[src/sv/aut_pkg.sv]
`timescale 1ns / 1ps
`default_nettype none
// ----------------------------------------------------------------------------
// aut_pkg
// Shared constants and types of the abnormal unplug tracker.
// ----------------------------------------------------------------------------
package aut_pkg;

  localparam int SLOTS_DEF = 8;

  // field widths
  localparam int CMD_W     = 3;
  localparam int TIME_W    = 32;
  localparam int PROTO_W   = 2;
  localparam int WIN_W     = 16;
  localparam int LIMIT_W   = 4;
  localparam int OUT_CNT_W = 4;
  localparam int CFG_IDX_W = 8;
  localparam int CFG_DAT_W = 16;
  localparam int LEVEL_W   = 2;

  // command codes
  localparam logic [CMD_W-1:0] CMD_PLUG     = 3'd0;
  localparam logic [CMD_W-1:0] CMD_TIMER    = 3'd1;
  localparam logic [CMD_W-1:0] CMD_PROTO    = 3'd2;
  localparam logic [CMD_W-1:0] CMD_CHARGER  = 3'd3;
  localparam logic [CMD_W-1:0] CMD_PRESENCE = 3'd4;

  // register indexes
  localparam logic [CFG_IDX_W-1:0] REG_KEEP_WINDOW = 8'd0;
  localparam logic [CFG_IDX_W-1:0] REG_ABN_INTERVAL = 8'd1;
  localparam logic [CFG_IDX_W-1:0] REG_ABN_LIMIT   = 8'd2;
  localparam logic [CFG_IDX_W-1:0] REG_RETRY_LIMIT = 8'd3;

  // register reset values
  localparam logic [WIN_W-1:0]   KEEP_WINDOW_RST  = 16'd20000;
  localparam logic [WIN_W-1:0]   ABN_INTERVAL_RST = 16'd1000;
  localparam logic [LIMIT_W-1:0] ABN_LIMIT_RST    = 4'd3;
  localparam logic [LIMIT_W-1:0] RETRY_LIMIT_RST  = 4'd3;

  localparam logic [LEVEL_W-1:0] GUARD_LEVEL = 2'd3;
  localparam logic [LEVEL_W-1:0] LEVEL_ONE   = 2'd1;
  localparam logic [PROTO_W-1:0] PROTO_NONE  = 2'd0;
  localparam logic [PROTO_W-1:0] PROTO_BC12  = 2'd1;
  localparam logic [1:0]         REPORT_UNKNOWN = 2'd2;

  typedef enum logic [2:0] {
    ST_IDLE,
    ST_EXEC,
    ST_COUNT,
    ST_COUNT_END,
    ST_READ,
    ST_CHECK,
    ST_FINISH,
    ST_RESP
  } aut_state_t;

endpackage
`default_nettype wire

[src/sv/aut_if.sv]
`timescale 1ns / 1ps
`default_nettype none
// ----------------------------------------------------------------------------
// aut_if
// Channel interfaces: event input, result output and register write.
// ----------------------------------------------------------------------------
interface aut_in_if;
  import aut_pkg::*;
  logic               valid;
  logic               ready;
  logic [CMD_W-1:0]   cmd;
  logic               plugged;
  logic               cc_attached;
  logic [TIME_W-1:0]  now_ms;
  logic [PROTO_W-1:0] protocol_code;
  logic               charger_is_usb_data;

  modport source (output valid, cmd, plugged, cc_attached, now_ms, protocol_code,
                  charger_is_usb_data, input ready);
  modport sink (input valid, cmd, plugged, cc_attached, now_ms, protocol_code,
                charger_is_usb_data, output ready);
endinterface

interface aut_out_if;
  import aut_pkg::*;
  logic                 valid;
  logic                 ready;
  logic                 conn_retain;
  logic [OUT_CNT_W-1:0] marked_count;
  logic                 start_retry_timer;
  logic                 wake_request;
  logic                 event_ignored;

  modport source (output valid, conn_retain, marked_count, start_retry_timer,
                  wake_request, event_ignored, input ready);
  modport sink (input valid, conn_retain, marked_count, start_retry_timer,
                wake_request, event_ignored, output ready);
endinterface

interface aut_cfg_if;
  import aut_pkg::*;
  logic                 valid;
  logic                 ready;
  logic [CFG_IDX_W-1:0] index;
  logic [CFG_DAT_W-1:0] data;

  modport source (output valid, index, data, input ready);
  modport sink (input valid, index, data, output ready);
endinterface
`default_nettype wire

[src/sv/abnormal_unplug_tracker.sv]
`timescale 1ns / 1ps
`default_nettype none
// Sequence: timer, protocol, charger, presence-high and dropped plug reports pass
//   EXEC, RESP; a replug EXEC, READ, CHECK, RESP; an unplug or a presence-low
//   count reads each slot in COUNT, one read per cycle, then COUNT_END, FINISH, RESP.
// Throughput: one event at a time; the next is taken once the result is registered.
// Reset: synchronous, active low; per-slot valid bits make every slot read as zero
//   at once, so no clearing pass runs.
// ----------------------------------------------------------------------------
// abnormal_unplug_tracker
// Ring of unplug times in RAM with abnormal marks, window count and a
// three-level disconnect guard driven by protocol, presence and charger events.
// ----------------------------------------------------------------------------
module abnormal_unplug_tracker #(
  parameter int SLOTS = aut_pkg::SLOTS_DEF
) (
  input wire logic clk,
  input wire logic rst_n,
  aut_in_if.sink   in_ch,
  aut_out_if.source out_ch,
  aut_cfg_if.sink  cfg_ch
);
  import aut_pkg::*;

  localparam int IW  = $clog2(SLOTS);
  localparam int CW  = $clog2(SLOTS + 1);
  localparam int CXW = (CW > LIMIT_W) ? CW : LIMIT_W;

  function automatic logic still_ahead(input logic [TIME_W-1:0] t,
                                       input logic [WIN_W-1:0]  win,
                                       input logic [TIME_W-1:0] now);
    logic [TIME_W-1:0] d;
    d = t + TIME_W'(win) - now;
    return (d != '0) && !d[TIME_W-1];
  endfunction

  // configuration
  logic [WIN_W-1:0]   keep_win_r, abn_int_r;
  logic [LIMIT_W-1:0] abn_limit_r, retry_limit_r;

  // latched event
  logic [CMD_W-1:0]   it_cmd_r;
  logic               it_plugged_r, it_cc_r, it_usb_r;
  logic [TIME_W-1:0]  it_now_r;
  logic [PROTO_W-1:0] it_proto_r;

  // control state
  aut_state_t         state_r, state_nxt;
  logic [IW-1:0]      slot_r, slot_nxt;
  logic [1:0]         last_report_r, last_report_nxt;
  logic               last_plug_r, last_plug_nxt;
  logic               retain_r, retain_nxt;
  logic [LIMIT_W-1:0] retry_r, retry_nxt;
  logic [LEVEL_W-1:0] level_r, level_nxt;
  logic [PROTO_W-1:0] proto_type_r, proto_type_nxt;
  logic               present_r, present_nxt;
  logic [SLOTS-1:0]   marks_r, marks_nxt;
  logic [SLOTS-1:0]   valid_r, valid_nxt;

  // walk and result staging
  logic [IW-1:0]      cnt_idx_r, cnt_idx_nxt;
  logic [IW-1:0]      eval_idx_r, eval_idx_nxt;
  logic               eval_r, eval_nxt;
  logic [CW-1:0]      count_r, count_nxt;
  logic               res_start_r, res_start_nxt;
  logic               res_wake_r, res_wake_nxt;
  logic               res_ign_r, res_ign_nxt;

  // output register
  logic                 out_valid_r, out_valid_nxt;
  logic                 out_keep_r, out_keep_nxt;
  logic [OUT_CNT_W-1:0] out_cnt_r, out_cnt_nxt;
  logic                 out_start_r, out_start_nxt;
  logic                 out_wake_r, out_wake_nxt;
  logic                 out_ign_r, out_ign_nxt;

  // RAM
  logic              ram_we, ram_re;
  logic [IW-1:0]     ram_raddr;
  logic [TIME_W-1:0] ram_q;
  logic [TIME_W-1:0] eval_time, slot_time;

  logic              in_fire;
  logic              plug_drop;
  logic              out_free;
  logic [CXW-1:0]    count_x;
  logic [LEVEL_W-1:0] guard_lvl;
  logic [PROTO_W-1:0] proto_eff;

  assign in_ch.ready  = (state_r == ST_IDLE);
  assign in_fire      = in_ch.valid && in_ch.ready;
  assign cfg_ch.ready = 1'b1;
  assign out_free     = !out_valid_r || out_ch.ready;
  assign count_x      = CXW'(count_r);

  assign plug_drop = ((level_r >= GUARD_LEVEL) && !it_plugged_r) ||
                     (last_report_r == {1'b0, it_plugged_r});
  assign proto_eff = (it_proto_r != PROTO_NONE) ? it_proto_r : proto_type_r;
  assign guard_lvl = (count_x >= CXW'(GUARD_LEVEL)) ? GUARD_LEVEL : level_r;

  // the sequencer never reads and writes the RAM in the same cycle
  assign ram_re    = (state_r == ST_COUNT) || (state_r == ST_READ);
  assign ram_raddr = (state_r == ST_COUNT) ? cnt_idx_r : slot_r;
  assign ram_we    = (state_r == ST_FINISH) && (it_cmd_r == CMD_PLUG);

  // a slot never written reads as zero
  assign eval_time = valid_r[eval_idx_r] ? ram_q : '0;
  assign slot_time = valid_r[slot_r] ? ram_q : '0;

  aut_ram #(
    .WIDTH (TIME_W),
    .DEPTH (SLOTS)
  ) u_time_ram (
    .clk   (clk),
    .we    (ram_we),
    .waddr (slot_r),
    .wdata (it_now_r),
    .re    (ram_re),
    .raddr (ram_raddr),
    .rdata (ram_q)
  );

  // next state
  always_comb begin
    state_nxt = state_r;
    unique case (state_r)
      ST_IDLE: begin
        if (in_fire) state_nxt = ST_EXEC;
      end
      ST_EXEC: begin
        state_nxt = ST_RESP;
        if (it_cmd_r == CMD_PLUG && !plug_drop) begin
          state_nxt = it_plugged_r ? ST_READ : ST_COUNT;
        end else if (it_cmd_r == CMD_PRESENCE && proto_type_r == PROTO_BC12 &&
                     !it_plugged_r) begin
          state_nxt = ST_COUNT;
        end
      end
      ST_COUNT: begin
        if (cnt_idx_r == IW'(SLOTS - 1)) state_nxt = ST_COUNT_END;
      end
      ST_COUNT_END: state_nxt = ST_FINISH;
      ST_READ:      state_nxt = ST_CHECK;
      ST_CHECK:     state_nxt = ST_RESP;
      ST_FINISH:    state_nxt = ST_RESP;
      ST_RESP: begin
        if (out_free) state_nxt = ST_IDLE;
      end
      default: state_nxt = ST_IDLE;
    endcase
  end

  // datapath and outputs
  always_comb begin
    slot_nxt        = slot_r;
    last_report_nxt = last_report_r;
    last_plug_nxt   = last_plug_r;
    retain_nxt      = retain_r;
    retry_nxt       = retry_r;
    level_nxt       = level_r;
    proto_type_nxt  = proto_type_r;
    present_nxt     = present_r;
    marks_nxt       = marks_r;
    valid_nxt       = valid_r;
    cnt_idx_nxt     = cnt_idx_r;
    eval_idx_nxt    = cnt_idx_r;
    eval_nxt        = (state_r == ST_COUNT);
    count_nxt       = count_r;
    res_start_nxt   = res_start_r;
    res_wake_nxt    = res_wake_r;
    res_ign_nxt     = res_ign_r;
    out_valid_nxt   = out_valid_r && !out_ch.ready;
    out_keep_nxt    = out_keep_r;
    out_cnt_nxt     = out_cnt_r;
    out_start_nxt   = out_start_r;
    out_wake_nxt    = out_wake_r;
    out_ign_nxt     = out_ign_r;

    // accumulate the slot read in the previous cycle
    if (eval_r && marks_r[eval_idx_r] && still_ahead(eval_time, keep_win_r, it_now_r)) begin
      count_nxt = count_r + CW'(1);
    end

    unique case (state_r)
      ST_EXEC: begin
        count_nxt     = '0;
        cnt_idx_nxt   = '0;
        res_start_nxt = 1'b0;
        res_wake_nxt  = 1'b0;
        res_ign_nxt   = 1'b0;
        case (it_cmd_r)
          CMD_PLUG: begin
            if (plug_drop) begin
              res_ign_nxt = 1'b1;
            end else begin
              last_report_nxt = {1'b0, it_plugged_r};
              last_plug_nxt   = it_plugged_r;
              if (!it_plugged_r) begin
                retry_nxt = '0;
                // advance the ring on an unplug that follows a plug
                if (last_plug_r) begin
                  slot_nxt = (slot_r == IW'(SLOTS - 1)) ? '0 : slot_r + IW'(1);
                end
              end
            end
          end
          CMD_TIMER: begin
            if (!last_plug_r) begin
              marks_nxt  = '0;
              retain_nxt = 1'b0;
              if (retry_r < retry_limit_r) begin
                retry_nxt     = retry_r + LIMIT_W'(1);
                res_wake_nxt  = 1'b1;
                res_start_nxt = 1'b1;
              end
            end
          end
          CMD_PROTO: begin
            proto_type_nxt = proto_eff;
            if (proto_eff != PROTO_BC12) level_nxt = LEVEL_ONE;
          end
          CMD_CHARGER: begin
            if (it_usb_r) begin
              retain_nxt = 1'b0;
              level_nxt  = GUARD_LEVEL;
            end
          end
          CMD_PRESENCE: begin
            present_nxt = it_plugged_r;
            if (proto_type_r != PROTO_BC12) level_nxt = LEVEL_ONE;
          end
          default: ;
        endcase
      end
      ST_COUNT: begin
        cnt_idx_nxt = cnt_idx_r + IW'(1);
      end
      ST_CHECK: begin
        if (still_ahead(slot_time, abn_int_r, it_now_r)) marks_nxt[slot_r] = 1'b1;
      end
      ST_FINISH: begin
        if (it_cmd_r == CMD_PLUG) begin
          valid_nxt[slot_r] = 1'b1;
          res_wake_nxt      = 1'b1;
          if (it_cc_r) begin
            retain_nxt    = (count_x < CXW'(abn_limit_r));
            res_start_nxt = 1'b1;
          end else begin
            retain_nxt = 1'b0;
            marks_nxt  = '0;
          end
        end else begin
          level_nxt = guard_lvl;
          if (guard_lvl >= GUARD_LEVEL) begin
            retain_nxt = 1'b0;
            marks_nxt  = '0;
          end
        end
      end
      ST_RESP: begin
        if (out_free) begin
          out_valid_nxt = 1'b1;
          out_keep_nxt  = retain_r;
          out_cnt_nxt   = (count_x > CXW'(15)) ? OUT_CNT_W'(15) : count_x[OUT_CNT_W-1:0];
          out_start_nxt = res_start_r;
          out_wake_nxt  = res_wake_r;
          out_ign_nxt   = res_ign_r;
        end
      end
      default: ;
    endcase
  end

  always_ff @(posedge clk) begin
    if (!rst_n) begin
      state_r       <= ST_IDLE;
      slot_r        <= '0;
      last_report_r <= REPORT_UNKNOWN;
      last_plug_r   <= 1'b0;
      retain_r      <= 1'b0;
      retry_r       <= '0;
      level_r       <= '0;
      proto_type_r  <= PROTO_NONE;
      present_r     <= 1'b0;
      marks_r       <= '0;
      valid_r       <= '0;
      eval_r        <= 1'b0;
      out_valid_r   <= 1'b0;
      keep_win_r    <= KEEP_WINDOW_RST;
      abn_int_r     <= ABN_INTERVAL_RST;
      abn_limit_r   <= ABN_LIMIT_RST;
      retry_limit_r <= RETRY_LIMIT_RST;
    end else begin
      state_r       <= state_nxt;
      slot_r        <= slot_nxt;
      last_report_r <= last_report_nxt;
      last_plug_r   <= last_plug_nxt;
      retain_r      <= retain_nxt;
      retry_r       <= retry_nxt;
      level_r       <= level_nxt;
      proto_type_r  <= proto_type_nxt;
      present_r     <= present_nxt;
      marks_r       <= marks_nxt;
      valid_r       <= valid_nxt;
      eval_r        <= eval_nxt;
      out_valid_r   <= out_valid_nxt;
      if (cfg_ch.valid && cfg_ch.ready) begin
        case (cfg_ch.index)
          REG_KEEP_WINDOW:  keep_win_r    <= cfg_ch.data[WIN_W-1:0];
          REG_ABN_INTERVAL: abn_int_r     <= cfg_ch.data[WIN_W-1:0];
          REG_ABN_LIMIT:    abn_limit_r   <= cfg_ch.data[LIMIT_W-1:0];
          REG_RETRY_LIMIT:  retry_limit_r <= cfg_ch.data[LIMIT_W-1:0];
          default: ;
        endcase
      end
    end
  end

  // payload registers
  always_ff @(posedge clk) begin
    if (in_fire) begin
      it_cmd_r     <= in_ch.cmd;
      it_plugged_r <= in_ch.plugged;
      it_cc_r      <= in_ch.cc_attached;
      it_now_r     <= in_ch.now_ms;
      it_proto_r   <= in_ch.protocol_code;
      it_usb_r     <= in_ch.charger_is_usb_data;
    end
    cnt_idx_r   <= cnt_idx_nxt;
    eval_idx_r  <= eval_idx_nxt;
    count_r     <= count_nxt;
    res_start_r <= res_start_nxt;
    res_wake_r  <= res_wake_nxt;
    res_ign_r   <= res_ign_nxt;
    out_keep_r  <= out_keep_nxt;
    out_cnt_r   <= out_cnt_nxt;
    out_start_r <= out_start_nxt;
    out_wake_r  <= out_wake_nxt;
    out_ign_r   <= out_ign_nxt;
  end

  assign out_ch.valid             = out_valid_r;
  assign out_ch.conn_retain       = out_keep_r;
  assign out_ch.marked_count      = out_cnt_r;
  assign out_ch.start_retry_timer = out_start_r;
  assign out_ch.wake_request      = out_wake_r;
  assign out_ch.event_ignored     = out_ign_r;

  a_exec_after_accept: assert property (@(posedge clk) disable iff (!rst_n)
    in_fire |=> state_r == ST_EXEC)
    else $error("accepted transaction did not start execution");

  a_no_ram_collision: assert property (@(posedge clk) disable iff (!rst_n)
    !(ram_we && ram_re))
    else $error("slot RAM read and written in the same cycle");

  a_level_bounded: assert property (@(posedge clk) disable iff (!rst_n)
    level_r <= GUARD_LEVEL)
    else $error("disconnect level above guard level");

  a_result_from_resp: assert property (@(posedge clk) disable iff (!rst_n)
    $rose(out_valid_r) |-> $past(state_r) == ST_RESP)
    else $error("result raised outside the response state");

  a_eval_follows_read: assert property (@(posedge clk) disable iff (!rst_n)
    eval_r |-> $past(state_r) == ST_COUNT)
    else $error("count evaluation without a slot read");

endmodule
`default_nettype wire

[src/sv/aut_ram.sv]
`timescale 1ns / 1ps
`default_nettype none
// ----------------------------------------------------------------------------
// aut_ram
// Generic single-port-write, single-port-read RAM with registered read data.
// ----------------------------------------------------------------------------
module aut_ram #(
  parameter int WIDTH = 32,
  parameter int DEPTH = 8
) (
  input  wire logic                     clk,
  input  wire logic                     we,
  input  wire logic [$clog2(DEPTH)-1:0] waddr,
  input  wire logic [WIDTH-1:0]         wdata,
  input  wire logic                     re,
  input  wire logic [$clog2(DEPTH)-1:0] raddr,
  output logic      [WIDTH-1:0]         rdata
);

  logic [WIDTH-1:0] mem_r [DEPTH];
  logic [WIDTH-1:0] rdata_r;

  always_ff @(posedge clk) begin
    if (we) begin
      mem_r[waddr] <= wdata;
    end
    if (re) begin
      rdata_r <= mem_r[raddr];
    end
  end

  assign rdata = rdata_r;

endmodule
`default_nettype wire
[src/flat_wrapper.sv]
// flat-port wrapper written by rule: the top's interface ports become plain ports
module abnormal_unplug_tracker_flat import aut_pkg::*;
#(
  parameter int SLOTS = aut_pkg::SLOTS_DEF
)
  (clk, rst_n, in_ch_valid, in_ch_cmd, in_ch_plugged, in_ch_cc_attached, in_ch_now_ms, in_ch_protocol_code, in_ch_charger_is_usb_data, in_ch_ready, out_ch_valid, out_ch_conn_retain, out_ch_marked_count, out_ch_start_retry_timer, out_ch_wake_request, out_ch_event_ignored, out_ch_ready, cfg_ch_valid, cfg_ch_index, cfg_ch_data, cfg_ch_ready);
  aut_in_if in_ch_i ();
  aut_out_if out_ch_i ();
  aut_cfg_if cfg_ch_i ();
  input wire logic clk;
  input wire logic rst_n;
  input wire logic [$bits(in_ch_i.valid)-1:0] in_ch_valid;
  input wire logic [$bits(in_ch_i.cmd)-1:0] in_ch_cmd;
  input wire logic [$bits(in_ch_i.plugged)-1:0] in_ch_plugged;
  input wire logic [$bits(in_ch_i.cc_attached)-1:0] in_ch_cc_attached;
  input wire logic [$bits(in_ch_i.now_ms)-1:0] in_ch_now_ms;
  input wire logic [$bits(in_ch_i.protocol_code)-1:0] in_ch_protocol_code;
  input wire logic [$bits(in_ch_i.charger_is_usb_data)-1:0] in_ch_charger_is_usb_data;
  output wire logic [$bits(in_ch_i.ready)-1:0] in_ch_ready;
  output wire logic [$bits(out_ch_i.valid)-1:0] out_ch_valid;
  output wire logic [$bits(out_ch_i.conn_retain)-1:0] out_ch_conn_retain;
  output wire logic [$bits(out_ch_i.marked_count)-1:0] out_ch_marked_count;
  output wire logic [$bits(out_ch_i.start_retry_timer)-1:0] out_ch_start_retry_timer;
  output wire logic [$bits(out_ch_i.wake_request)-1:0] out_ch_wake_request;
  output wire logic [$bits(out_ch_i.event_ignored)-1:0] out_ch_event_ignored;
  input wire logic [$bits(out_ch_i.ready)-1:0] out_ch_ready;
  input wire logic [$bits(cfg_ch_i.valid)-1:0] cfg_ch_valid;
  input wire logic [$bits(cfg_ch_i.index)-1:0] cfg_ch_index;
  input wire logic [$bits(cfg_ch_i.data)-1:0] cfg_ch_data;
  output wire logic [$bits(cfg_ch_i.ready)-1:0] cfg_ch_ready;
  assign in_ch_i.valid = in_ch_valid;
  assign in_ch_i.cmd = in_ch_cmd;
  assign in_ch_i.plugged = in_ch_plugged;
  assign in_ch_i.cc_attached = in_ch_cc_attached;
  assign in_ch_i.now_ms = in_ch_now_ms;
  assign in_ch_i.protocol_code = in_ch_protocol_code;
  assign in_ch_i.charger_is_usb_data = in_ch_charger_is_usb_data;
  assign in_ch_ready = in_ch_i.ready;
  assign out_ch_valid = out_ch_i.valid;
  assign out_ch_conn_retain = out_ch_i.conn_retain;
  assign out_ch_marked_count = out_ch_i.marked_count;
  assign out_ch_start_retry_timer = out_ch_i.start_retry_timer;
  assign out_ch_wake_request = out_ch_i.wake_request;
  assign out_ch_event_ignored = out_ch_i.event_ignored;
  assign out_ch_i.ready = out_ch_ready;
  assign cfg_ch_i.valid = cfg_ch_valid;
  assign cfg_ch_i.index = cfg_ch_index;
  assign cfg_ch_i.data = cfg_ch_data;
  assign cfg_ch_ready = cfg_ch_i.ready;
  abnormal_unplug_tracker #(.SLOTS(SLOTS)) u_core (.clk(clk), .rst_n(rst_n), .in_ch(in_ch_i), .out_ch(out_ch_i), .cfg_ch(cfg_ch_i));
endmodule
[config.mk]
export PLATFORM = sky130hd
export DESIGN_NAME = abnormal_unplug_tracker_flat
export DESIGN_NICKNAME = d
export VERILOG_FILES = /design/src/sv/aut_pkg.sv /design/src/sv/aut_if.sv /design/src/sv/abnormal_unplug_tracker.sv /design/src/sv/aut_ram.sv /design/src/flat_wrapper.sv
export SDC_FILE = /design/constraint.sdc
export NUM_CORES = 1
export LEC_CHECK = 0
export BUFFER_PORTS_ARGS = -buffer_cell sky130_fd_sc_hd__buf_2
export CAP_MARGIN = 20
export CORE_MARGIN = 1
export CORE_UTILIZATION = 60
export DETAILED_ROUTE_END_ITERATION = 12
export GPL_TIMING_DRIVEN = 0
export PLACE_DENSITY = 0.8
export SLEW_MARGIN = 40
export SYNTH_ARGS = -nofsm -noshare
export SYNTH_HDL_FRONTEND = slang
export SYNTH_HIERARCHICAL = 1
export SYNTH_SLANG_ARGS = --single-unit
[constraint.sdc]
create_clock -name clk -period 8.7 [get_ports clk]
set_clock_uncertainty 0.2 [all_clocks]
set_input_delay 2.175 -clock clk [delete_from_list [all_inputs] [get_ports clk]]
set_output_delay 2.175 -clock clk [all_outputs]
set_load 0.005 [all_outputs]
======== Yosys cells after proc, flatten, opt, wreduce, memory -nomap -nowiden ========
Memories as Yosys holds them, arrays and structs flattened. A register that Yosys moved wholly into a read port is not among the register bits.
Cells that the tools add are included.
storage, ports and cells
  logic and storage cells ................. 204
  bits in registers ....................... 137
  bits of input ports ..................... 69
  memories kept ........................... 1
  output and inout port bits .............. 11
  bits in writable memories ............... 256
cells by class
  equal/unequal tests ..................... 41
  bitwise logic cells ..................... 4
  mux-type cells .......................... 60
  reduce and logical (&&, ||, !) cells .... 48
  add/subtract/negate cells ............... 8
  magnitude comparators ................... 9
memory list
  memory                   depth  bits a word  rd ports  clocked after memory_dff  write ports  line           text
  u_core.u_time_ram.mem_r  8      32           1         1                         1            aut_ram.sv:20  logic [WIDTH-1:0] mem_r [DEPTH];
operators by type and width
  operator              number
  $add A32 B16 Y32      2
  $mux W32              2
  $reduce_bool A32 Y1   2
  $sub A32 B32 Y32      2
  $mux W8               6
  $mux W3               8
  $pmux W8 S3           1
  $eq A3 B3 Y1 const B  7
  $pmux W3 S7           1
  $mux W1               20
  $ne A2 B2 Y1 const B  9
  $reduce_and A6 Y1     3
  $eq A8 B2 Y1 const B  2
  $mux W4               4
  $or A8 B8 Y8          2
  $reduce_and A2 Y1     8
  $ne A3 B3 Y1 const B  5
  $eq A3 B2 Y1 const B  4
  $logic_and A1 B1 Y1   12
  $mux W2               6
  $ne A2 B1 Y1 const B  6
  $reduce_and A5 Y1     2
  $bmux W1 S3           3
  $reduce_and A3 Y1     3
  28 further kinds      50

======== Depth between registers and ports, before layout ========
Gate-level depths: netlist of the first run.
  depth after elaboration ................. 9
  mapped depth ............................ 23

======== By module ========
Netlist of the first run, hierarchy kept.
modules (own cells, without submodules)
  module                   cells each  area an instance (um^2)  instances
  abnormal_unplug_tracker  1240        10879.2                  1
  aut_ram                  415         10786.6                  1

======== Worst setup path after synthesis of the first run ========
Ideal clock, no wire load.
  path type ............................... register to register
  from .................................... register u_core.eval_idx_r[0]
  to ...................................... register u_core.count_r[2]
  buffers on the path ..................... 1
  data required time ...................... 8384 ps
  arrival ................................. 5449 ps
  stages on the path, launching flop included .. 17
  path slack .............................. 2935 ps
  period minus slack after synthesis ...... 5765 ps
  path through ............................ dfxtp_1 > mux4_2 > mux2i_1 > clkbuf_1 > nor2b_1 > fa_1 > ha_1 > o21ai_1 > nor4b_1 > a2111o_1 > or4_1 > a2111o_1 > or4_1 > or4_1 > a2111o_1 > o21a_1 > a41o_1
on the way
  cells in the longest elaborated chain, start to end .. 8
  elaborated cells on any way between the ends .. 12
RTL lines
  item                                                            line                            text
  start: declaration                                              abnormal_unplug_tracker.sv:62   logic [IW-1:0] eval_idx_r, eval_idx_nxt;
  start signal: assignment                                        abnormal_unplug_tracker.sv:330  eval_idx_r <= eval_idx_nxt;
  $bmux W1 S3                                                     abnormal_unplug_tracker.sv:107  assign eval_time = valid_r[eval_idx_r] ? ram_q : '0;
  $mux W1 (not written as such)                                   abnormal_unplug_tracker.sv:107
  $mux W32                                                        abnormal_unplug_tracker.sv:107
  $add A32 B16 Y32                                                abnormal_unplug_tracker.sv:33   d = t + TIME_W'(win) - now;
  $sub A32 B32 Y32                                                abnormal_unplug_tracker.sv:33
  $reduce_bool A32 Y1 / $logic_not A1 Y1 (equally long branches)  abnormal_unplug_tracker.sv:34   return (d != '0) && !d[TIME_W-1];
  $logic_and A1 B1 Y1                                             abnormal_unplug_tracker.sv:34
  $logic_and A1 B1 Y1 (*)                                         abnormal_unplug_tracker.sv:180  if (eval_r && marks_r[eval_idx_r] && still_ahead(eval_time, keep_win_r, it_now_r)) begin
  end signal: assignment                                          abnormal_unplug_tracker.sv:331  count_r <= count_nxt;
  end: declaration                                                abnormal_unplug_tracker.sv:64   logic [CW-1:0] count_r, count_nxt;
Every way passes the cells marked *; elsewhere a longest branch is shown, timed or not. The select of a mux whose other input is x is not followed.
A chain may end at the register's enable or synchronous reset.

======== Worst setup path in the final report of the first run ========
  from .................................... register u_core.eval_idx_r[0]
  to ...................................... register u_core.count_r[3]
Same word-level chain as after synthesis.

==> metrics.md, run 1 <==
| Metric | Value |
|---|---|
| Average wire per standard cell | `22.9 um` |
| Sw Pwr | `0.00112 W` |
| Grt total ovfl | `0` |
| Via Count | `14300` |
| WL final | `52.7 mm` |
| First-pass GRT wire length | `80.3 mm` |
| Pint | `0.00359 W` |
| Flop2flop setup slack | `1.63 ns` |
| Post-Syn Nets | `1862` |
| Largest net degree at the start of global routing | `22` |
| Seq/Total Area, Yosys | `0.550` |
| Initial Utilization | `0.609` |
| Critical Path Start Type | `flop` |
| Total iterations of the first detailed-routing run | `6` |
| Worst-path fanout max | `10` |
| PwrDens | `192 mW/mm2` |
| CP arrival | `7.31 ns` |
| Iteration-0 DRC Markers | `1256` |
| RR Startpoint | `u_core/eval_idx_r[0]` |
| Placed cell count | `2220` |
| Rows | `69` |
| Most frequent cells in the layout | `edfxtp_1 (342), nand2_1 (148), ha_1 (106)` |
| Post-route clock period utilization | `0.813` |
| Setup TNS | `0 ns` |
| Total track usage | `0.293` |
| Core Region | `0.0356 mm2` |
| Detailed placement HPWL | `38.6 mm` |
| GPL Wtd Cong | `0.952` |
| Worst Max-Slew Pin Slew | `0.936 ns` |
| # diodes | `0` |
| Post-synth ARST share | `0` |
| DRC | `0` |
| Kind of critical path | `reg -> reg` |
| Area added between synthesis and finish | `13.2%` |
| Sw frac | `0.238` |
| Worst Path Required | `8.94 ns` |
| Design Area, Final | `0.0245 mm2` |
| Share of layout cells above drive strength 1 | `0.156` |
| Hold WC Path Type | `reg -> reg` |
| Vias in the first global route | `14200` |
| Commonest non-fill, non-tap cell in the layout | `edfxtp_1` |
| Final hold vios | `0` |
| Initial antenna violation count | `0` |
| IO Port Bufs | `77` |
| Yosys cell types | `86` |
| Finished Layout Cells | `2298` |
| Hold Path Cell Cnt | `0` |
| Worst Setup End Kind | `flop` |
| R2R Path End | `u_core/count_r[3]` |
| Hold_sp | `u_core/res_wake_r` |
| H-tree depth | `2` |
| Pleak | `9.22 nW` |
| Num CTS Buffers | `42` |
| Max_slew headroom | `0.358` |
| Top FF cell, synth | `edfxtp_1` |
| R2R depth | `17` |
| DRT antenna net count | `0` |
| Post-layout minimum cycle time | `7.07 ns` |
| Clk sinks | `424` |
| Clock Power Share | `0.399` |
| Clock-pin slew on the worst setup and hold paths | `0.06 ns` |
| Number of flops mapped to enable cells by yosys | `342` |
| Fraction of power consumed by sequential logic | `0.494` |
| CTS root buf | `clkbuf_16` |
| Die Ht | `192 um` |
| Cell Area, Synth | `0.0217 mm2` |
| RSZ-0062 raised after global routing | `false` |
| Layout Nets | `2010` |
| Hold path endpoint | `u_core/out_ch.wake_request` |
| Area of placed instances | `0.0231 mm2` |
| Final slew viol count | `0` |
| Post-DR vias/cell | `6.24` |
| Number of gates resized after cts | `0` |
| CTS Hold Bufs | `0` |
| Top achievable clock speed | `141 MHz` |
| # IOs | `80` |
| Mapped Cells | `1655` |
| Status | `finished, final reports clean` |
| TritonCTS clock tree | `built` |
| Clk buf depth | `3` |
| Power consumption | `0.00471 W` |
| Synthesis Warnings | `6` |
| Max Cap Viol | `0` |
| Count of final setup violators | `0` |
| Clock latency on the worst-skew pair | `0.56 ns` |
| FF+latch count, synth | `424` |
| Worst vdd ir | `0.000230 V` |
| Worst slack on hold paths | `0.227 ns` |
| Post-CTS Setup Bufs | `0` |
| Combinational power share | `0.107` |
| Avg Inst Size Synth | `13.1 um2` |
| Die area | `0.0369 mm2` |
| Die W | `192 um` |
[Yosys cell counts, types with 21 or more instances]
cell type | number | area, um2
edfxtp_1 | 342 | 10300
nand2_1 | 148 | 556
ha_1 | 106 | 1330
dfxtp_1 | 82 | 1640
a21oi_1 | 81 | 405
nor2_1 | 71 | 267
inv_1 | 65 | 244
nor2b_1 | 61 | 382
o21ai_0 | 44 | 220
clkbuf_1 | 42 | 158
and2_1 | 41 | 257
mux2_2 | 40 | 450
mux4_1 | 40 | 1050
nand3_1 | 38 | 190
fa_1 | 32 | 641
mux4_2 | 28 | 631
a21o_1 | 27 | 203
nor3_1 | 25 | 125
nand2b_1 | 24 | 150
mux2i_1 | 21 | 210
[through the flow]
step	util	setup WS (ns)
floorplan	-	2.93
global placement	0.636	1.54
detailed placement	0.649	1.79
CTS	0.689	1.73
global route	0.689	1.39
finish	0.689	1.63
[layout make-up]
| cell class | count | area (um2) |
|---|---|---|
| flip-flops and latches | 424 | 11900 |
| fillers | 2457 | 11100 |
| multi-input cells | 1096 | 9220 |
| clock buffers | 56 | 1180 |
| repair buffers | 104 | 763 |
| well taps | 461 | 577 |
| plain buffers | 69 | 367 |
| clock inverters | 22 | 254 |
| inverters | 66 | 248 |
[worst max path at each step]
stage / start / end / slack, ns / cells past startpoint
after floorplan: u_core/eval_idx_r[0] / u_core/count_r[2] / 2.93 / 16
after global placement: u_core/slot_r[0] / u_core/marks_r[6] / 1.54 / 19
after detailed placement: u_core/eval_idx_r[0] / u_core/count_r[3] / 1.79 / 17
after CTS: u_core/eval_idx_r[0] / u_core/count_r[3] / 1.73 / 17
after global routing: u_core/slot_r[0] / u_core/marks_r[4] / 1.39 / 19
final: u_core/eval_idx_r[0] / u_core/count_r[3] / 1.63 / 17
[routing by layer]
| layer | vias to the layer above | GRT usage | part of all wire |
|---|---|---|---|
| li1 | 6569 | - | - |
| met1 | 7065 | 0.395 | 0.42 |
| met2 | 590 | 0.478 | 0.48 |
| met3 | 122 | 0.0417 | 0.063 |
| met4 | 0 | 0.127 | 0.041 |
| met5 | - | 0 | 0 |
[critical path, cell delays in order, from the launching register on]
cell	delay, ns
dfxtp_1	0.50
mux4_2	0.54
mux2i_1	0.75
clkbuf_1	0.57
nor2b_1	0.21
fa_1	0.44
ha_1	0.29
clkbuf_4	0.17
and2b_1	0.18
a2111o_1	0.39
or4_1	0.43
a2111o_1	0.35
or4_1	0.50
or4_1	0.48
a2111o_1	0.43
o21ai_1	0.27
nor3_1	0.11
mux2i_1	0.13
[kinds of logic after synthesis]
family | after synthesis | synth area share
AO/OA/AOI/OAI | 313 | 0.0964
XOR/XNOR | 33 | 0.0133
adder cells (fa/ha/maj) | 138 | 0.0908
buffers and inverters | 135 | 0.0283
flip-flops | 424 | 0.550
multiplexers | 129 | 0.108
other | 1 | 0.000173
AND/OR/NAND/NOR | 482 | 0.113
[power by group through the flow]
stage                     Combinational (W)  Clock, W  Sequential [W]
after floorplan                    0.000342         0         0.00235
after global placement             0.000471         0         0.00237
after detailed placement           0.000496         0         0.00237
after CTS                          0.000503   0.00191         0.00233
after global routing               0.000549   0.00198         0.00234
final                              0.000506   0.00188         0.00233
[registers in the layout (all words and copies together) (netlist names), 2 cells and up]
name and count:
u_core/last_report_r 2, u_core/u_time_ram/rdata 32, u_core/it_proto_r 2, u_core/slot_r 3, u_core/state_r 3, u_core/abn_int_r 16, u_core/count_r 4, u_core/abn_limit_r 4
u_core/cnt_idx_r 3, u_core/proto_type_r 2, u_core/out_ch.marked_count 4, u_core/keep_win_r 16, u_core/level_r 2, u_core/retry_r 4, u_core/u_time_ram/mem_r 256, u_core/eval_idx_r 3
u_core/valid_r 8, u_core/it_now_r 32, u_core/it_cmd_r 3, u_core/retry_limit_r 4, u_core/marks_r 8
Power figures use the tool's default switching activity.
==> run 2, diff against run 1 <==
- CORE_UTILIZATION: 60 -> 56
- PLACE_DENSITY: 0.8 -> 0.78
- clock period: 8.7 -> 5.9 ns (I/O delays scaled with it)
==> run 2 against run 1 <==
- design area rose by 2.1%
- sequential power rose by 47%
- combinational power rose by 55%
- critical path depth rose by 1
- via count barely moved
- sequential share of layout area fell by 0.95 points
- non-clock buffer count rose by 11
- clock power rose by 34%
- register-to-register slack got worse by 1.6 ns
- cell count rose by 2.6%
- clock-buffer cell count fell by 2
- core utilization fell by 2.8 points
- critical path type unchanged
==> metrics.md, run 2 (same netlist as run 1, synthesis figures left out) <==
| Metric | Value |
|---|---|
| Status | `finished, final reports clean` |
| Num CTS Buffers | `43 (+2.4%)` |
| Worst Setup End Kind | `flop` |
| Initial antenna violation count | `1 (+1)` |
| TritonCTS clock tree | `built` |
| Die Ht | `199 um (+3.5%)` |
| Via Count | `14300 (-0.070%)` |
| PwrDens | `269 mW/mm2 (+40%)` |
| Largest net degree at the start of global routing | `23 (+4.5%)` |
| Slowest library cell on the worst path | `mux4_2` |
| Cell Chain, Critical Path | `mux4_2, mux2i_4, buf_12, buf_12, nor2b_1, fa_1, ha_1, buf_6, a21oi_1, o211ai_1, o311ai_1, o2111ai_1, or4_4, or4_4, a2111o_1, o21a_1, a31oi_1, a41o_1` |
| Commonest non-fill, non-tap cell in the layout | `edfxtp_1` |
| Max FFs per register | `256 (unchanged)` |
| Total iterations of the first detailed-routing run | `5 (-1)` |
| GR Util met2 | `0.444 (-0.0345)` |
| DRC | `0 (unchanged)` |
| Worst setup path endpoint | `u_core/count_r[2]` |
| Kind of critical path | `reg -> reg` |
| Die W | `199 um (+3.5%)` |
| Post-route clock period utilization | `0.990 (+0.177)` |
| Global route hottest layer | `met2` |
| # IOs | `80 (unchanged)` |
| Clk buf depth | `3 (unchanged)` |
| CP arrival | `6.15 ns (-1.16 ns)` |
| Sw frac | `0.245 (+0.00758)` |
| Worst slack on hold paths | `0.223 ns (-0.00402 ns)` |
| Final slew viol count | `0 (unchanged)` |
| Top achievable clock speed | `171 MHz (+21%)` |
| Hold WC Path Type | `reg -> reg` |
| Storage cell area | `0.0119 mm2 (about the same)` |
| Clock Power Share | `0.373 (-0.026)` |
| Vias in the first global route | `14200 (-0.35%)` |
| Critical Path Start Type | `flop` |
| Clk sinks | `424 (unchanged)` |
| Initial Utilization | `0.573 (-0.0366)` |
| Fraction of power consumed by sequential logic | `0.510 (+0.016)` |
| Worst path max stage delay | `0.54 ns (-0.21 ns)` |
| RSZ-0062 raised after global routing | `true` |
| Clock-pin slew on the worst setup and hold paths | `0.06 ns (about the same)` |
| Post-DR vias/cell | `6.08 (-2.6%)` |
| Rows | `71 (+2.9%)` |
| Iteration-0 DRC Markers | `1039 (-17%)` |
| Share of layout cells above drive strength 1 | `0.195 (+0.0398)` |
| Core Region | `0.0378 mm2 (+6.4%)` |
| Die area | `0.0395 mm2 (+7.1%)` |
| CP startpoint | `u_core/eval_idx_r[0]` |
| Pleak | `9.29 nW (+0.78%)` |
| Worst Path Required | `6.20 ns (-2.74 ns)` |
| Grt total ovfl | `0 (unchanged)` |
| IO Port Bufs | `77 (unchanged)` |
| RR Startpoint | `u_core/eval_idx_r[0]` |
| Flop2flop setup slack | `0.06 ns (-1.57 ns)` |
| Post-layout minimum cycle time | `5.84 ns (-1.23 ns)` |
| Area of the multi-input gates | `0.00961 mm2 (+4.2%)` |
| Worst-path fanout max | `10 (unchanged)` |
| Grt met3 use | `0.0437 (+0.00208)` |
| Crit path max-delay family | `compound AO/OA/AOI/OAI gates` |
| Count of final setup violators | `0 (unchanged)` |
| DRT antenna net count | `0 (unchanged)` |
| First-pass GRT wire length | `79.2 mm (-1.3%)` |
| CTS Hold Bufs | `0 (unchanged)` |
| Max_slew headroom | `0.458 (+0.0998)` |
| Area added between synthesis and finish | `15.5%` |
| Average wire per standard cell | `22.2 um (-3.1%)` |
| FILL cells | `2737 (+11%)` |
| R2R Path End | `u_core/count_r[2]` |
| Max Cap Viol | `0 (unchanged)` |
| R2R depth | `18 (+1)` |
| Critical path depth | `18 (+1)` |
| Buf/Inv on CP | `3 (+1)` |
| Grt met1 use | `0.360 (-0.0346)` |
| Worst Max-Slew Pin Slew | `0.813 ns (-0.123 ns)` |
| CTS root buf | `clkbuf_16` |
| Clock latency on the worst-skew pair | `0.58 ns (+0.02 ns)` |
| Final hold vios | `0 (unchanged)` |
| Most frequent cells in the layout | `edfxtp_1 (342), nand2_1 (148), ha_1 (95)` |
| Worst vdd ir | `0.000291 V (+27%)` |
| H-tree depth | `2 (unchanged)` |
| Sw Pwr | `0.00165 W (+47%)` |
| Layout Nets | `2022 (+0.60%)` |
| Power consumption | `0.00673 W (+43%)` |
| Largest Register | `u_core/u_time_ram/mem_r` |
| Detailed placement HPWL | `38.3 mm (-0.60%)` |
| Total track usage | `0.270 (-0.0238)` |
| WL final | `52.4 mm (-0.61%)` |
| GPL Wtd Cong | `0.940 (-1.3%)` |
| Pint | `0.00508 W (+41%)` |
| # diodes | `0 (unchanged)` |
| Combinational power share | `0.117 (+0.010)` |
[run 2: cell count changes in the layout (fill, tap and decap cells not counted), moves of 4 or more]
cell       change
ha_2           +4
clkinv_2       +4
bufinv_16      -5
clkbuf_1      -15
buf_4         +13
buf_12         +4
ha_1          -11
a21oi_1        -4
ha_4           +7
[run 2: power groups by stage]
stage	sequential (W)	combinational, W	clock [W]
after CTS	0.00343	0.000740	0.00255
after global placement	0.00349	0.000693	0
after global routing	0.00344	0.000848	0.00266
after detailed placement	0.00349	0.000724	0
final	0.00343	0.000786	0.00251
after floorplan	0.00346	0.000505	0
[run 2: worst min path at each step]
| stage | from | endpoint | slack (ns) | depth (start not counted) |
|---|---|---|---|---|
| 3_3_place_gp | u_core/cnt_idx_r[2] | u_core/eval_idx_r[2] | 0.20 | 0 |
| 6_report | u_core/res_start_r | u_core/out_ch.start_retry_timer | 0.22 | 0 |
| 4_1_cts | u_core/res_wake_r | u_core/out_ch.wake_request | 0.22 | 0 |
| 5_1_grt | u_core/res_ign_r | u_core/out_ch.event_ignored | 0.23 | 0 |
| 2_1_floorplan | u_core/cnt_idx_r[1] | u_core/eval_idx_r[1] | 0.17 | 0 |
| 3_5_place_dp | u_core/res_wake_r | u_core/out_ch.wake_request | 0.21 | 0 |
[run 2: worst reg2reg max path, stage by stage, from the launching register on]
cell	delay, ns
dfxtp_4	0.38
mux4_2	0.54
mux2i_4	0.18
buf_12	0.16
buf_12	0.14
nor2b_1	0.06
fa_1	0.46
ha_1	0.32
buf_6	0.14
a21oi_1	0.33
o211ai_1	0.30
o311ai_1	0.38
o2111ai_1	0.17
or4_4	0.53
or4_4	0.54
a2111o_1	0.46
o21a_1	0.22
a31oi_1	0.15
a41o_1	0.11
[run 2: repair_timing]
| action | CTS | global route |
|---|---|---|
| resized for setup | 39 | 69 |
| pin swaps | 4 | 26 |
| setup buffers | 2 | 13 |
| endpoints found under the setup margin | 12 | 12 |
[run 2: cell type report]
class | instances | share of cell area
inverters | 66 | 0.00990
multi-input cells | 1096 | 0.384
clock buffers | 54 | 0.0463
clock inverters | 23 | 0.00545
plain buffers | 64 | 0.0167
well taps | 511 | 0.0256
repair buffers | 120 | 0.0359
flip-flops and latches | 424 | 0.476
[run 2: metrics by stage]
stage	worst slack, ns	instance area [um2]	setup TNS, ns	utilization	std cells
2_1_floorplan	0.135	21700	0	-	1655
3_3_place_gp	-1.28	22700	-80.12	0.600	2243
3_5_place_dp	-1.36	23100	-13.92	0.611	2271
4_1_cts	0.0118	24600	0	0.650	2350
5_1_grt	-0.0797	25000	-0.521	0.661	2358
6_report	0.0583	25000	0	0.661	2358
[run 2: layer usage]
layer / vias up / part of all wire
li1: 6602 / -
met1: 7074 / 0.42
met3: 104 / 0.070
met4: 0 / 0.038
met2: 556 / 0.47
met5: - / 0
==> run 3, diff against run 2 <==
- HOLD_SLACK_MARGIN: not set -> 0.03
- PLACE_DENSITY: 0.78 -> 0.76
==> run 3 against run 2 <==
- critical path depth decreased by 1
- clock-buffer cell count is 4 higher
- setup slack better by 0.11 ns
- global-route usage grew 0.33 points
- first-iteration DRC count shrank 10%
- fmax is 1.9% higher
- combinational power decreased by 1%
- die area did not move
- flip-flop and latch count stayed put
- clock power is 4% higher
- largest cell class unchanged
- largest power group unchanged
==> metrics.md, run 3 (same netlist as run 1, synthesis figures left out) <==
| Metric | Value |
|---|---|
| Clk sinks | `424 (unchanged)` |
| DRC | `0 (unchanged)` |
| CTS root buf | `clkbuf_16` |
| Clock latency on the worst-skew pair | `0.58 ns (about the same)` |
| PwrDens | `274 mW/mm2 (+1.8%)` |
| Worst Setup End Kind | `flop` |
| Max Cap Viol | `0 (unchanged)` |
| R2R Path End | `u_core/count_r[2]` |
| Hold_sp | `u_core/res_wake_r` |
| Top achievable clock speed | `174 MHz (+1.9%)` |
| Post-route clock period utilization | `0.972 (-0.0185)` |
| DRT antenna net count | `0 (unchanged)` |
| CTS Hold Bufs | `0 (unchanged)` |
| Worst-path fanout max | `9 (-1)` |
| IO Port Bufs | `77 (unchanged)` |
| WL final | `52.3 mm (-0.11%)` |
| Via Count | `14300 (-0.23%)` |
| Post-layout util | `0.660 (-0.00145)` |
| Total track usage | `0.273 (+0.00328)` |
| # diodes | `0 (unchanged)` |
| Average wire per standard cell | `22.2 um (-0.23%)` |
| Worst vdd ir | `0.000245 V (-16%)` |
| FILL cells | `2754 (+0.62%)` |
| Share of layout cells above drive strength 1 | `0.190 (-0.00518)` |
| Largest Register | `u_core/u_time_ram/mem_r` |
| Layout Nets | `2023 (+0.049%)` |
| Status | `finished, final reports clean` |
| GPL Wtd Cong | `0.934 (-0.56%)` |
| Placed cell count | `2272 (+0.044%)` |
| Die Ht | `199 um (unchanged)` |
| Most frequent cells in the layout | `edfxtp_1 (342), nand2_1 (148), ha_1 (100)` |
| Worst Max-Slew Pin Slew | `0.796 ns (-0.0178 ns)` |
| Worst Path Required | `6.16 ns (-0.04 ns)` |
| Commonest non-fill, non-tap cell in the layout | `edfxtp_1` |
| Setup TNS | `0 ns (unchanged)` |
| Initial Utilization | `0.573 (unchanged)` |
| Count of final setup violators | `0 (unchanged)` |
| Clk buf depth | `3 (unchanged)` |
| Final slew viol count | `0 (unchanged)` |
| Pleak | `9.32 nW (+0.36%)` |
| Total iterations of the first detailed-routing run | `5 (unchanged)` |
| Hold path endpoint | `u_core/out_ch.wake_request` |
| Clock-pin slew on the worst setup and hold paths | `0.06 ns (about the same)` |
| Post-layout minimum cycle time | `5.73 ns (-0.109 ns)` |
| Critical Path Start Type | `flop` |
| Flop2flop setup slack | `0.17 ns (+0.11 ns)` |
| Die W | `199 um (unchanged)` |
| Area added between synthesis and finish | `15.2%` |
| First-pass GRT wire length | `80.2 mm (+1.2%)` |
| Hold Path Cell Cnt | `0 (unchanged)` |
| Largest net degree at the start of global routing | `23 (unchanged)` |
| Core Region | `0.0378 mm2 (unchanged)` |
| Final hold vios | `0 (unchanged)` |
| Grt total ovfl | `0 (unchanged)` |
| Vias in the first global route | `14200 (+0.68%)` |
| Detailed placement HPWL | `38.6 mm (+0.75%)` |
| Num CTS Buffers | `44 (+2.3%)` |
| Max_slew headroom | `0.470 (+0.0118)` |
| Iteration-0 DRC Markers | `933 (-10%)` |
| Rows | `71 (unchanged)` |
| RR Startpoint | `u_core/eval_idx_r[0]` |
| Hold WC Path Type | `reg -> reg` |
| TritonCTS clock tree | `built` |
| # IOs | `80 (unchanged)` |
| Kind of critical path | `reg -> reg` |
| Finished Layout Cells | `2361 (+0.13%)` |
| CP arrival | `5.99 ns (-0.16 ns)` |
| Max FFs per register | `256 (unchanged)` |
| Post-DR vias/cell | `6.06 (-0.36%)` |
| Die area | `0.0395 mm2 (unchanged)` |
| H-tree depth | `2 (unchanged)` |
| Initial antenna violation count | `0 (-1)` |
| R2R depth | `17 (-1)` |
[run 3: cell types whose count changed in the layout (fill, tap and decap cells not counted), sizes merged]
cell / before / now
clkbuf: 87 / 95
buf: 151 / 147
clkinv: 19 / 18
[run 3: worst max-delay path by stage]
stage	cells past startpoint	end	from	slack (ns)
floorplan	16	u_core/count_r[2]	u_core/eval_idx_r[0]	0.13
global placement	20	u_core/marks_r[7]	u_core/slot_r[0]	-1.33
detailed placement	20	u_core/marks_r[5]	u_core/slot_r[1]	-1.30
CTS	18	u_core/count_r[2]	u_core/eval_idx_r[0]	0.02
global route	22	u_core/marks_r[0]	u_core/slot_r[1]	-0.01
finish	17	u_core/count_r[2]	u_core/eval_idx_r[0]	0.17
[run 3: layout make-up]
type	instances	area, um2	share of cell area
multi-input combinational	1096	9490	0.380
clock inverter	22	126	0.00506
clock buffer	58	1240	0.0496
buffer	65	402	0.0161
timing repair buffer	119	906	0.0363
inverter	66	248	0.00992
sequential	424	11900	0.477
tap	511	639	0.0256
[run 3: repair_timing]
item,CTS,global route
setup buffers,7,6
setup endpoints to repair,12,12
endpoints found under the hold margin,0,0
pin swaps,4,13
gates resized for setup,45,39
[run 3: where the power goes]
| part | total, W | internal, W | switching (W) |
|---|---|---|---|
| registers | 0.00344 | 0.00335 | 0.0000863 |
| logic | 0.000775 | 0.000327 | 0.000448 |
| clock network | 0.00262 | 0.00148 | 0.00114 |
| total | 0.00683 | 0.00516 | 0.00167 |
[run 3: worst max-delay path, stage by stage (launching register included)]
cell and delay (ns):
dfxtp_4 0.38, mux4_2 0.55, mux2i_4 0.20, buf_12 0.16, buf_12 0.13, nor2b_1 0.07
fa_1 0.60, ha_4 0.24, o21ai_4 0.17, nor4b_1 0.07, a2111o_1 0.37, or4_1 0.39
a2111o_1 0.34, or4_1 0.40, or4_1 0.55, a2111o_1 0.36, o21a_1 0.22, a41o_1 0.23
[run 3: per-layer routing]
metal / share of wire / vias to the layer above / GRT usage
met2: 0.47 / 461 / 0.445
met3: 0.056 / 97 / 0.0387
li1: - / 6608 / -
met4: 0.035 / 0 / 0.105
met5: 0 / - / 0
met1: 0.44 / 7137 / 0.372
[run 3: stage by stage]
stage | worst slack (ns) | area, um2 | hold slack, ns | total power [W]
floorplan | 0.135 | 21700 | 0.168 | 0.00397
global placement | -1.33 | 22700 | 0.201 | 0.00419
detailed placement | -1.30 | 23200 | 0.207 | 0.00423
CTS | 0.0171 | 24800 | 0.220 | 0.00686
global route | -0.0127 | 25000 | 0.242 | 0.00707
finish | 0.168 | 25000 | 0.223 | 0.00683
